[src/hdl/kal3_pkg.sv]
// ----------------------------------------------------------------------------
// kal3_pkg
// Shared widths, register indexes and helper functions for the three-axis
// scalar Kalman filter.
// ----------------------------------------------------------------------------
package kal3_pkg;

  // Value format: signed, FRAC_BITS fraction bits.
  localparam int VAL_W     = 40;
  localparam int FRAC_BITS = 32;
  localparam int CFG_W     = 32;
  localparam int AXES_DEF  = 3;

  // Product result width after the fraction shift (magnitude stays below 2^47).
  localparam int PROD_W    = 48;

  // Serial unit step counts.
  localparam int DIV_STEPS = VAL_W + FRAC_BITS;
  localparam int MUL_STEPS = VAL_W;

  // Wide sum width used before saturation.
  localparam int SUM_W     = PROD_W + 2;

  // Register reset values.
  localparam logic [CFG_W-1:0] PROC_NOISE_RST = CFG_W'(4295);
  localparam logic [CFG_W-1:0] MEAS_NOISE_RST = CFG_W'(85899);

  // Configuration register indexes.
  typedef enum logic [0:0] {
    CFG_PROC_NOISE = 1'b0,
    CFG_MEAS_NOISE = 1'b1
  } cfg_idx_t;

  // Clamp a wide signed value into the 40-bit signed range.
  function automatic logic signed [VAL_W-1:0] sat_val(input logic signed [SUM_W-1:0] x);
    logic signed [SUM_W-1:0] hi;
    logic signed [SUM_W-1:0] lo;
    hi = SUM_W'({1'b0, {(VAL_W-1){1'b1}}});
    lo = -hi - SUM_W'(1);
    if (x > hi) begin
      sat_val = {1'b0, {(VAL_W-1){1'b1}}};
    end else if (x < lo) begin
      sat_val = {1'b1, {(VAL_W-1){1'b0}}};
    end else begin
      sat_val = x[VAL_W-1:0];
    end
  endfunction

endpackage

[src/hdl/kal3_div.sv]
// ----------------------------------------------------------------------------
// kal3_div
// Bit-serial restoring divider: (num << FRAC_BITS) / den on magnitudes, one
// quotient bit per cycle, quotient magnitude saturated at 2^39-1.
// ----------------------------------------------------------------------------
module kal3_div
  import kal3_pkg::*;
(
  input  logic             clk,
  input  logic             rst_n,
  input  logic             start,
  input  logic [VAL_W-1:0] num_mag,
  input  logic [VAL_W:0]   den_mag,
  output logic             done,
  output logic [VAL_W-1:0] q_mag
);

  localparam int CNT_W = $clog2(DIV_STEPS + 1);

  logic [CNT_W-1:0] cnt_r, cnt_nxt;
  logic             run_r, run_nxt;
  logic             done_r, done_nxt;
  logic [VAL_W-1:0] num_r, num_nxt;
  logic [VAL_W:0]   den_r, den_nxt;
  logic [VAL_W:0]   rem_r, rem_nxt;
  logic [VAL_W-2:0] q_r, q_nxt;
  logic             ovf_r, ovf_nxt;
  logic [VAL_W+1:0] trial;
  logic [VAL_W+1:0] diff;
  logic             ge;

  // One restoring step: bring down the next dividend bit and try a subtract.
  always_comb begin
    trial    = {rem_r, num_r[VAL_W-1]};
    diff     = trial - {1'b0, den_r};
    ge       = (trial >= {1'b0, den_r});
    cnt_nxt  = cnt_r;
    run_nxt  = run_r;
    done_nxt = 1'b0;
    num_nxt  = num_r;
    den_nxt  = den_r;
    rem_nxt  = rem_r;
    q_nxt    = q_r;
    ovf_nxt  = ovf_r;
    if (start) begin
      cnt_nxt = '0;
      run_nxt = 1'b1;
      num_nxt = num_mag;
      den_nxt = den_mag;
      rem_nxt = '0;
      q_nxt   = '0;
      ovf_nxt = 1'b0;
    end else if (run_r) begin
      num_nxt = {num_r[VAL_W-2:0], 1'b0};
      rem_nxt = ge ? diff[VAL_W:0] : trial[VAL_W:0];
      q_nxt   = {q_r[VAL_W-3:0], ge};
      // Once the quotient passes the limit it can only grow.
      ovf_nxt = ovf_r | q_r[VAL_W-2];
      cnt_nxt = cnt_r + CNT_W'(1);
      if (cnt_r == CNT_W'(DIV_STEPS - 1)) begin
        run_nxt  = 1'b0;
        done_nxt = 1'b1;
      end
    end
  end

  always_ff @(posedge clk) begin
    if (!rst_n) begin
      run_r  <= 1'b0;
      done_r <= 1'b0;
      cnt_r  <= '0;
    end else begin
      run_r  <= run_nxt;
      done_r <= done_nxt;
      cnt_r  <= cnt_nxt;
    end
    num_r <= num_nxt;
    den_r <= den_nxt;
    rem_r <= rem_nxt;
    q_r   <= q_nxt;
    ovf_r <= ovf_nxt;
  end

  assign done  = done_r;
  assign q_mag = ovf_r ? {1'b0, {(VAL_W-1){1'b1}}} : {1'b0, q_r};

endmodule

[src/hdl/kal3_mul.sv]
// ----------------------------------------------------------------------------
// kal3_mul
// Bit-serial shift-add multiplier: signed (a*b) >> FRAC_BITS with floor
// rounding, one multiplier bit per cycle, then a final step to apply the sign.
// ----------------------------------------------------------------------------
module kal3_mul
  import kal3_pkg::*;
(
  input  logic                     clk,
  input  logic                     rst_n,
  input  logic                     start,
  input  logic [VAL_W:0]           mcand_mag,
  input  logic [VAL_W-1:0]         mplier_mag,
  input  logic                     neg,
  output logic                     done,
  output logic signed [PROD_W-1:0] prod
);

  localparam int CNT_W = $clog2(MUL_STEPS + 1);

  logic [CNT_W-1:0]         cnt_r, cnt_nxt;
  logic                     run_r, run_nxt;
  logic                     done_r, done_nxt;
  logic [VAL_W:0]           mcand_r, mcand_nxt;
  logic [VAL_W-1:0]         mpl_r, mpl_nxt;
  logic                     neg_r, neg_nxt;
  logic [VAL_W:0]           acc_r, acc_nxt;
  logic [VAL_W-1:0]         low_r, low_nxt;
  logic signed [PROD_W-1:0] prod_r, prod_nxt;
  logic [VAL_W+1:0]         sum;
  logic [PROD_W-1:0]        res;
  logic                     lost;

  // Add the multiplicand for the current bit, then shift the partial product.
  always_comb begin
    sum       = {1'b0, acc_r} + (mpl_r[0] ? {1'b0, mcand_r} : '0);
    res       = {acc_r[PROD_W-1-(VAL_W-FRAC_BITS):0], low_r[VAL_W-1:FRAC_BITS]};
    lost      = |low_r[FRAC_BITS-1:0];
    cnt_nxt   = cnt_r;
    run_nxt   = run_r;
    done_nxt  = 1'b0;
    mcand_nxt = mcand_r;
    mpl_nxt   = mpl_r;
    neg_nxt   = neg_r;
    acc_nxt   = acc_r;
    low_nxt   = low_r;
    prod_nxt  = prod_r;
    if (start) begin
      cnt_nxt   = '0;
      run_nxt   = 1'b1;
      mcand_nxt = mcand_mag;
      mpl_nxt   = mplier_mag;
      neg_nxt   = neg;
      acc_nxt   = '0;
      low_nxt   = '0;
    end else if (run_r) begin
      if (cnt_r == CNT_W'(MUL_STEPS)) begin
        // Floor rounding: a negative result with dropped bits moves down by one.
        prod_nxt = neg_r ? -$signed(res + PROD_W'(lost)) : $signed(res);
        run_nxt  = 1'b0;
        done_nxt = 1'b1;
      end else begin
        acc_nxt = sum[VAL_W+1:1];
        low_nxt = {sum[0], low_r[VAL_W-1:1]};
        mpl_nxt = {1'b0, mpl_r[VAL_W-1:1]};
        cnt_nxt = cnt_r + CNT_W'(1);
      end
    end
  end

  always_ff @(posedge clk) begin
    if (!rst_n) begin
      run_r  <= 1'b0;
      done_r <= 1'b0;
      cnt_r  <= '0;
    end else begin
      run_r  <= run_nxt;
      done_r <= done_nxt;
      cnt_r  <= cnt_nxt;
    end
    mcand_r <= mcand_nxt;
    mpl_r   <= mpl_nxt;
    neg_r   <= neg_nxt;
    acc_r   <= acc_nxt;
    low_r   <= low_nxt;
    prod_r  <= prod_nxt;
  end

  assign done = done_r;
  assign prod = prod_r;

endmodule

[src/hdl/three_axis_scalar_kalman.sv]
// ----------------------------------------------------------------------------
// three_axis_scalar_kalman
// Independent constant-model scalar Kalman filters, one per axis, with a
// shared bit-serial divider and two bit-serial multipliers.
// ----------------------------------------------------------------------------
// One sample beat produces one result beat. The axes are processed one after
// another; each axis goes through a setup state, the serial divider
// (one quotient bit per cycle over 72 bits), a second setup state, and the
// two serial multipliers running side by side; when they finish, the new
// estimate and variance are written. The first sample after reset seeds
// each estimate and variance with its measurement. A zero gain denominator
// gives zero gain and sets the fault flag in out_tuser.
module three_axis_scalar_kalman
  import kal3_pkg::*;
#(
  parameter int AXES = AXES_DEF
) (
  input  logic                  clk,
  input  logic                  rst_n,
  // Sample channel. tdata: meas_x, meas_y, meas_z, ... (40 bits each, from bit 0 up)
  input  logic                  in_tvalid,
  output logic                  in_tready,
  input  logic [AXES*VAL_W-1:0] in_tdata,
  // Result channel. tdata: est_x, est_y, est_z, ... (40 bits each, from bit 0 up)
  output logic                  out_tvalid,
  input  logic                  out_tready,
  output logic [AXES*VAL_W-1:0] out_tdata,
  // tuser: divide_fault
  output logic                  out_tuser,
  // Configuration write port
  input  logic                  cfg_we,
  input  cfg_idx_t              cfg_index,
  input  logic [CFG_W-1:0]      cfg_wdata
);

  localparam int AX_W = (AXES > 1) ? $clog2(AXES) : 1;

  typedef enum logic [5:0] {
    ST_IDLE  = 6'b000001,
    ST_DGO   = 6'b000010,
    ST_DIV   = 6'b000100,
    ST_MGO   = 6'b001000,
    ST_MUL   = 6'b010000,
    ST_EMIT  = 6'b100000
  } state_t;

  state_t                   state_r, state_nxt;
  logic [AX_W-1:0]          ax_r, ax_nxt;
  logic                     primed_r, primed_nxt;
  logic                     fault_r, fault_nxt;
  logic [CFG_W-1:0]         pn_r, mn_r;
  logic signed [VAL_W-1:0]  meas_r [AXES];
  logic signed [VAL_W-1:0]  est_r  [AXES];
  logic signed [VAL_W-1:0]  var_r  [AXES];
  logic [VAL_W-1:0]         gmag_r, gmag_nxt;
  logic                     gneg_r, gneg_nxt;
  logic                     dzero_r, dzero_nxt;
  logic                     out_valid_r, out_valid_nxt;
  logic [AXES*VAL_W-1:0]    out_data_r;
  logic                     out_fault_r;

  logic signed [VAL_W-1:0]  v_cur, e_cur, m_cur;
  logic signed [VAL_W:0]    den;
  logic signed [VAL_W:0]    diff;
  logic [VAL_W:0]           den_mag, diff_mag;
  logic [VAL_W-1:0]         v_mag;
  logic                     accept;
  logic                     div_start, div_done;
  logic [VAL_W-1:0]         q_mag;
  logic                     mul_start, mul1_done, mul2_done;
  logic signed [PROD_W-1:0] prod1, prod2;
  logic signed [VAL_W-1:0]  est_new, var_new;
  logic                     upd;

  assign accept    = in_tvalid && in_tready;
  assign in_tready = (state_r == ST_IDLE);

  // Operands of the axis under work.
  always_comb begin
    v_cur    = var_r[ax_r];
    e_cur    = est_r[ax_r];
    m_cur    = meas_r[ax_r];
    den      = (VAL_W+1)'(v_cur) + $signed({{(VAL_W+1-CFG_W){1'b0}}, mn_r});
    den_mag  = den[VAL_W] ? (VAL_W+1)'(-den) : den;
    v_mag    = v_cur[VAL_W-1] ? VAL_W'(-v_cur) : v_cur;
    diff     = (VAL_W+1)'(m_cur) - (VAL_W+1)'(e_cur);
    diff_mag = diff[VAL_W] ? (VAL_W+1)'(-diff) : diff;
  end

  kal3_div u_div (
    .clk     (clk),
    .rst_n   (rst_n),
    .start   (div_start),
    .num_mag (v_mag),
    .den_mag (den_mag),
    .done    (div_done),
    .q_mag   (q_mag)
  );

  // gain * (meas - estimate)
  kal3_mul u_mul_est (
    .clk        (clk),
    .rst_n      (rst_n),
    .start      (mul_start),
    .mcand_mag  (diff_mag),
    .mplier_mag (gmag_r),
    .neg        (gneg_r ^ diff[VAL_W]),
    .done       (mul1_done),
    .prod       (prod1)
  );

  // gain * variance
  kal3_mul u_mul_var (
    .clk        (clk),
    .rst_n      (rst_n),
    .start      (mul_start),
    .mcand_mag  ({1'b0, v_mag}),
    .mplier_mag (gmag_r),
    .neg        (gneg_r ^ v_cur[VAL_W-1]),
    .done       (mul2_done),
    .prod       (prod2)
  );

  // New state values, saturated to the 40-bit range.
  always_comb begin
    est_new = sat_val(SUM_W'(e_cur) + SUM_W'(prod1));
    var_new = sat_val(SUM_W'(v_cur) - SUM_W'(prod2)
                      + $signed({{(SUM_W-CFG_W){1'b0}}, pn_r}));
  end

  // Sequencer over the axes.
  always_comb begin
    state_nxt     = state_r;
    ax_nxt        = ax_r;
    primed_nxt    = primed_r;
    fault_nxt     = fault_r;
    gmag_nxt      = gmag_r;
    gneg_nxt      = gneg_r;
    dzero_nxt     = dzero_r;
    out_valid_nxt = out_valid_r;
    div_start     = 1'b0;
    mul_start     = 1'b0;
    upd           = 1'b0;
    if (out_valid_r && out_tready) begin
      out_valid_nxt = 1'b0;
    end
    unique case (state_r)
      ST_IDLE: begin
        if (accept) begin
          primed_nxt = 1'b1;
          fault_nxt  = 1'b0;
          ax_nxt     = '0;
          state_nxt  = ST_DGO;
        end
      end
      ST_DGO: begin
        div_start = 1'b1;
        dzero_nxt = (den == '0);
        gneg_nxt  = v_cur[VAL_W-1] ^ den[VAL_W];
        state_nxt = ST_DIV;
      end
      ST_DIV: begin
        if (div_done) begin
          gmag_nxt  = dzero_r ? '0 : q_mag;
          fault_nxt = fault_r | dzero_r;
          state_nxt = ST_MGO;
        end
      end
      ST_MGO: begin
        mul_start = 1'b1;
        state_nxt = ST_MUL;
      end
      ST_MUL: begin
        if (mul1_done) begin
          upd = 1'b1;
          if (ax_r == AX_W'(AXES - 1)) begin
            state_nxt = ST_EMIT;
          end else begin
            ax_nxt    = ax_r + AX_W'(1);
            state_nxt = ST_DGO;
          end
        end
      end
      ST_EMIT: begin
        if (!out_valid_r || out_tready) begin
          out_valid_nxt = 1'b1;
          state_nxt     = ST_IDLE;
        end
      end
      default: state_nxt = ST_IDLE;
    endcase
  end

  // Control registers and configuration.
  always_ff @(posedge clk) begin
    if (!rst_n) begin
      state_r     <= ST_IDLE;
      ax_r        <= '0;
      primed_r    <= 1'b0;
      fault_r     <= 1'b0;
      out_valid_r <= 1'b0;
      pn_r        <= PROC_NOISE_RST;
      mn_r        <= MEAS_NOISE_RST;
    end else begin
      state_r     <= state_nxt;
      ax_r        <= ax_nxt;
      primed_r    <= primed_nxt;
      fault_r     <= fault_nxt;
      out_valid_r <= out_valid_nxt;
      if (cfg_we) begin
        unique case (cfg_index)
          CFG_PROC_NOISE: pn_r <= cfg_wdata;
          CFG_MEAS_NOISE: mn_r <= cfg_wdata;
          default: ;
        endcase
      end
    end
    gmag_r  <= gmag_nxt;
    gneg_r  <= gneg_nxt;
    dzero_r <= dzero_nxt;
  end

  // Per-axis state: reset to zero, seeded by the first sample.
  always_ff @(posedge clk) begin
    for (int i = 0; i < AXES; i++) begin
      if (!rst_n) begin
        est_r[i] <= '0;
        var_r[i] <= '0;
      end else if (accept && !primed_r) begin
        est_r[i] <= in_tdata[i*VAL_W +: VAL_W];
        var_r[i] <= in_tdata[i*VAL_W +: VAL_W];
      end else if (upd && (ax_r == AX_W'(i))) begin
        est_r[i] <= est_new;
        var_r[i] <= var_new;
      end
    end
  end

  // Captured measurements and the result register.
  always_ff @(posedge clk) begin
    for (int i = 0; i < AXES; i++) begin
      if (accept) begin
        meas_r[i] <= in_tdata[i*VAL_W +: VAL_W];
      end
    end
    if (state_r == ST_EMIT && (!out_valid_r || out_tready)) begin
      for (int i = 0; i < AXES; i++) begin
        out_data_r[i*VAL_W +: VAL_W] <= est_r[i];
      end
      out_fault_r <= fault_r;
    end
  end

  assign out_tvalid = out_valid_r;
  assign out_tdata  = out_data_r;
  assign out_tuser  = out_fault_r;

  // A sample beat closes the input until its result is queued.
  a_one_at_a_time: assert property (@(posedge clk) disable iff (!rst_n)
    accept |=> !in_tready)
    else $error("input accepted again while a sample is in work");

  // The axis counter never leaves the axis range.
  a_axis_range: assert property (@(posedge clk) disable iff (!rst_n)
    ax_r <= AX_W'(AXES - 1))
    else $error("axis counter out of range");

  // Once seeded, the filter stays seeded until reset.
  a_primed_sticky: assert property (@(posedge clk) disable iff (!rst_n)
    primed_r |=> primed_r)
    else $error("seed flag dropped");

  // Both multipliers finish together.
  a_mul_lockstep: assert property (@(posedge clk) disable iff (!rst_n)
    mul1_done == mul2_done)
    else $error("multipliers out of step");

endmodule
[config.mk]
export PLATFORM = sky130hd
export DESIGN_NAME = three_axis_scalar_kalman
export DESIGN_NICKNAME = d
export VERILOG_FILES = /design/src/hdl/kal3_pkg.sv /design/src/hdl/kal3_div.sv /design/src/hdl/kal3_mul.sv /design/src/hdl/three_axis_scalar_kalman.sv
export SDC_FILE = /design/constraint.sdc
export NUM_CORES = 2
export LEC_CHECK = 0
export ABC_AREA = 1
export BUFFER_PORTS_ARGS = -buffer_cell sky130_fd_sc_hd__buf_2
export CORE_MARGIN = 10
export CORE_UTILIZATION = 45
export CTS_CLUSTER_DIAMETER = 150
export CTS_CLUSTER_SIZE = 12
export DETAILED_ROUTE_END_ITERATION = 7
export PLACE_DENSITY_LB_ADDON = 0.05
export SYNTH_ARGS = -nofsm -noshare
export SYNTH_HDL_FRONTEND = slang
export SYNTH_SLANG_ARGS = --single-unit
[constraint.sdc]
create_clock -name clk -period 14.8 [get_ports clk]
set_clock_uncertainty 0.15 [all_clocks]
set_input_delay 0.74 -clock clk [delete_from_list [all_inputs] [get_ports clk]]
set_output_delay 0.74 -clock clk [all_outputs]
set_load 0.01 [all_outputs]
---- Yosys cells after proc, flatten, opt, wreduce, memory -nomap -nowiden ----
Memory sizes are Yosys's and may differ from the RTL's. A register that Yosys moved wholly into a read port is not among the register bits.
Cells that the tools add are included.
storage, ports and cells
  flip-flop bits (word level) ............. 725
  RAM bits ................................ 360
  input port bits ......................... 158
  output and inout bits ................... 123
  memories kept ........................... 3
operators by class
  $add $sub $neg .......................... 19
  $lt $le $gt $ge ......................... 5
  equal/unequal tests ..................... 18
  multiplexer cells ....................... 88
  bitwise logic cells ..................... 24
  reductions and logical operators ........ 36
memory list
  name    words  bits a word  rd ports  clocked after Yosys merged registers in  write ports  RTL line                        text
  est_r   3      40           4         4                                        3            three_axis_scalar_kalman.sv:53  logic signed [VAL_W-1:0] est_r [AXES];
  meas_r  3      40           1         1                                        3            three_axis_scalar_kalman.sv:52  logic signed [VAL_W-1:0] meas_r [AXES];
  var_r   3      40           1         1                                        3            three_axis_scalar_kalman.sv:54  logic signed [VAL_W-1:0] var_r [AXES];
operators by type and width
  cell                  count
  $mux 40               28
  $add 48x1->48         2
  $mux 48               2
  $neg 48->48           2
  $add 41x42->42        2
  $mux 41               2
  $neg 41->41           2
  $reduce_or 32->1      2
  $add 49x33->50        1
  $gt 50x40->1 const B  1
  $lt 50x40->1 const B  1
  $add 40x48->49        1
  $gt 49x40->1 const B  1
  $lt 49x40->1 const B  1
  $sub 40x48->49        1
  $ge 42x41->1          1
  $add 40x33->41        1
  $logic_not 41->1      1
  $sub 40x40->41        1
  $sub 41x41->41        1
  $neg 40->40           1
  $mux 39               1
  $mux 1                38
  $pmux 6 s6            1
  other kinds (31)      95

---- Depth between registers and ports, before layout ----
  word-level depth ........................ 8
  gate-level depth with buffers ........... 33

---- By module ----
Synthesis repeated with hierarchy kept, for this count alone.
unflattened totals
  cell total of the unflattened synthesis .. 11737
  area total of the unflattened synthesis .. 83299.9 um^2
by module, submodules not included
  module                    instances  cells each  area each (um^2)  sequential area each (um^2)
  three_axis_scalar_kalman  1          5545        41881.4           17246.5
  kal3_mul (u_mul_est)      1          2352        15640.0           5685.5
  kal3_mul (u_mul_var)      1          2354        15541.2           5685.5
  kal3_div                  1          1486        10237.3           4234.1

---- Worst setup path before layout ----
Ideal clock, no wire load.
  path kind ............................... reg-to-reg
  start point ............................. reg state_r[5]
  end point ............................... reg u_mul_est.prod_r[0] (netlist: u_mul_est.prod[0]), enable pin
  setup time .............................. 0.809 ns
  arrival ................................. 6.078 ns
  required time ........................... 13.841 ns
  path slack .............................. 7.762 ns
  cell stages (with the launch flop) ...... 6
  period minus slack after synthesis ...... 7.038 ns
  cells stage by stage .................... dfxtp_1 nor2_1 inv_1 nor4_2 clkbuf_1 nor3_1
on the way
  longest elaborated chain between the ends .. 4
ends and longest elaborated chain
  element                     RTL line                         text
  start: declaration          three_axis_scalar_kalman.sv:47   state_t state_r, state_nxt;
  start signal: assignment    three_axis_scalar_kalman.sv:205  state_r <= state_nxt;
  $eq 6x4->1                  three_axis_scalar_kalman.sv:147  unique case (state_r)
  $mux 1                      three_axis_scalar_kalman.sv:147
  $not 1->1 (no line)         n/a
  $reduce_and 3->1 (no line)  n/a
  end signal: assignment      kal3_mul.sv:86                   prod_r <= prod_nxt;
  end: declaration            kal3_mul.sv:29                   logic signed [PROD_W-1:0] prod_r, prod_nxt;
No other way between the ends.
A chain may end at the register's enable or synchronous reset.

==> qor.txt <==
Number of I/O pins: 281
Netlist area before placement: 0.0785 mm²
Total wirelength of the detailed-routed design: 300,000 µm
Root buf cell: clkbuf_16
Fin crit share: 0.472
NumNets Final: 11,300
Via count: 71,100
Internal power consumption: 6790 µW
Wire length per cell: 22.9 µm
Overflow after GRT: 0
Worst path most repeated cell: nand2_1
Clock sink total: 1,204
Synth top area cells: edfxtp_1 33%, nand2_1 15%, dfxtp_1 8.8%, inv_1 7.2%, ha_1 6.6%
Number of distinct library cell variants in the gate-level netlist after synthesis: 77
Slowest Stage Delay on Critical Path: 0.68 ns
Worst-case setup slack after placement: 7.99 ns
Antenna violation net count after detailed routing: 0
Detailed placer's ending HPWL: 238,000 µm
Synth warnings: 0
Arrival time reported for the critical path endpoint: 7.37 ns
First-pass detailed-route iteration total: 6
Slowest cell on the critical path: buf_4
Inserted Clock Buffers: 110
Insertion delay of the later-clocked pin in the worst-skew pair: 0.80 ns
Static power due to leakage: 0.0408 µW
Y dimension of the die: 438 µm
Number of levels in the clock H-tree: 3
Initial antenna violation count: 5
Final slew viol count: 0
Fraction of registers with async set/reset: 0
Largest buffer count on any clock path: 3
Status: finished clean
First-pass GRT wire length: 440,000 µm
Floorplan die area: 0.192 mm²
Layout cells sized above 1: 0.0689
DR iter-0 viols: 6,579
Post-synth EDFFs: 860
Most instantiated flip-flop cell in the synthesis netlist: edfxtp_1
Combinational Power Share: 0.392
Power density of the placed cells: 134 mW/mm²
Row count: 153
Pin count of the biggest net entering global routing: 164
All-layer global routing usage: 0.303
Nets in the synthesized netlist: 11,000
Area Growth Syn to Fin: 9.83%
Worst setup path class: reg2reg
Number of register bits inferred by synthesis: 1,204
Unrepaired setup endpoints after global routing: false
Number of vias per cell: 5.43
Sequential-to-total area share from yosys stat: 0.417
Reg clk slew, reported paths: 0.07 ns
Syn Inst Count: 10,400
Max transition margin: 0.139
Tightest Pin Transition: 1.28 ns
Final count of hold timing violations: 0
Final RePlAce weighted congestion: 0.996
Number of max-cap violations: 0
Core outline area: 0.174 mm²
Starting utilization of the core area: 0.452
Count of input and output buffers: 280
Portion of synthesized cell area occupied by the leading cell type: 0.329
Class of the tightest hold or removal check: in2reg
Yosys top cell by area: edfxtp_1
Post CTS Setup Buffer Count: 0
Resized cells post-CTS: 0
Share of total power in sequential cells: 0.368
Type of destination of the critical path: flip-flop
Maximum fanout along the worst path: 77
Required arrival time at the worst endpoint: 15.18 ns
Clk pwr share: 0.240
Setup TNS after final layout: 0 ns
Most instantiated library cell after synthesis: nand2_1
Width of the chip: 438 µm
Peak supply drop: 0.112 mV
Mean instance size in the synthesized netlist: 7.53 µm²
Kind of start point of the critical path: flip-flop
Switching Share: 0.412
Via count of the first global-routing pass: 68,100
Min cycle time layout: 6.99 ns
Final count of negative-setup-slack endpoints: 0
TritonCTS clock tree: yes
Power dissipated by switching net loads: 4760 µW
Post-route worst setup slack: 7.81 ns
Fmax: 143 MHz
Synth cell count leaders: 3,096 x nand2_1, 1,516 x inv_1, 919 x nor2_1
DRC violations left: 0
==> cell type report <==
cell class / instances / area [µm²]
inverter: 1552 / 5840
antenna: 6 / 15.0
sequential: 1204 / 32700
tap: 2325 / 2910
fill: 17500 / 87400
timing repair buffer: 415 / 2640
multi-input combinational: 7409 / 38900
clock buffer: 183 / 3070
clock inverter: 7 / 154
==> power by group through the flow <==
| stage | registers (µW) | clock network (µW) | logic (µW) |
|---|---|---|---|
| floorplan | 4230 | 0 | 3010 |
| global placement | 4320 | 0 | 4410 |
| detailed placement | 4320 | 0 | 4420 |
| CTS | 4250 | 2820 | 4470 |
| global route | 4280 | 2940 | 4980 |
| finish | 4260 | 2770 | 4530 |
==> final timing paths <==
path                               start                      end  slack (ns)  depth (start not counted)
setup reg to reg               flip-flop   var_r[0][21]$_DFFE_PP_        7.81                         30
setup / recovery               flip-flop   var_r[0][21]$_DFFE_PP_        7.81                         30
hold reg to reg   est_r[0][29]$_DFFE_PP_  out_tdata[29]$_DFFE_PP_        0.29                          0
hold / removal              in_tdata[40]   meas_r[1][0]$_DFFE_PP_        0.06                          1
==> timing repair <==
| item | in CTS | in global routing |
|---|---|---|
| hold buffers | 80 | 0 |
| endpoints found under the hold margin | 80 | 0 |
| setup endpoints to repair | 0 | 0 |
==> per-stage QoR <==
step	total power (µW)	util	hold WS [ns]	instance area, µm²	instances
after floorplan	7240	-	0.259	78500	10400
after global placement	8730	0.473	0.277	82200	12800
after detailed placement	8740	0.473	0.275	82200	12800
after CTS	11500	0.497	0.00100	86200	13100
after global routing	12200	0.497	0.00272	86200	13100
final	11500	0.497	0.0554	86200	13100
==> critical path, delay by kind of cell, from the launching register on <==
kind / cells / cell delay (ns)
fa+ha+maj: 3 / 0.95
compound gates: 2 / 0.83
flops: 1 / 0.33
simple gates: 19 / 1.91
buf+inv: 6 / 2.36
==> routing by layer <==
layer,vias up,wire length (µm),track usage
li1,34700,-,-
met1,33600,121000,0.372
met2,2335,144000,0.519
met3,517,16400,0.0350
met4,0,19200,0.163
met5,-,0,0
==> state kept, by name, summed over array words and instances (netlist names), 41 cells and up, named ones only <==
| signal | cells |
|---|---|
| u_mul_var.prod | 48 |
| meas_r | 120 |
| u_mul_est.acc_r | 41 |
| u_mul_var.acc_r | 41 |
| out_tdata | 120 |
| var_r | 120 |
| u_div.den_r | 41 |
| u_mul_est.prod | 48 |
| u_mul_est.mcand_r | 41 |
| est_r | 120 |
| u_div.rem_r | 41 |
==> cells by family after synthesis <==
family / synth area share
mux: 0.000143
simple gates: 0.257
flops: 0.417
xor+xnor: 0.0328
fa+ha+maj: 0.0761
other cells: 0.0000478
compound gates: 0.128
buf+inv: 0.0894
==> cells in the final DEF, fill, tap and decap left out, types with 12 or more instances in the layout <==
master / instances
nand3_2: 14
or2_2: 92
o211ai_1: 94
nor3_1: 93
o21ai_1: 53
ha_1: 417
nand3_1: 392
clkbuf_1: 71
nand2_1: 3091
nand2_2: 48
o22ai_1: 86
o21a_2: 12
o21bai_1: 48
dlygate4sd3_1: 80
clkbuf_16: 112
inv_2: 30
dfxtp_1: 342
fa_1: 38
edfxtp_1: 860
nor2_2: 28
and2_1: 13
a22oi_1: 39
nand4_1: 111
buf_4: 53
o21ai_0: 535
a31oi_1: 84
a21o_1: 31
buf_2: 280
a21oi_1: 667
xnor2_1: 91
xor2_1: 194
nor2_1: 912
a21boi_0: 12
nor4_1: 28
inv_1: 1513
o21a_1: 33
nand3b_1: 22
No activity file was read; power rests on OpenSTA's default activity.
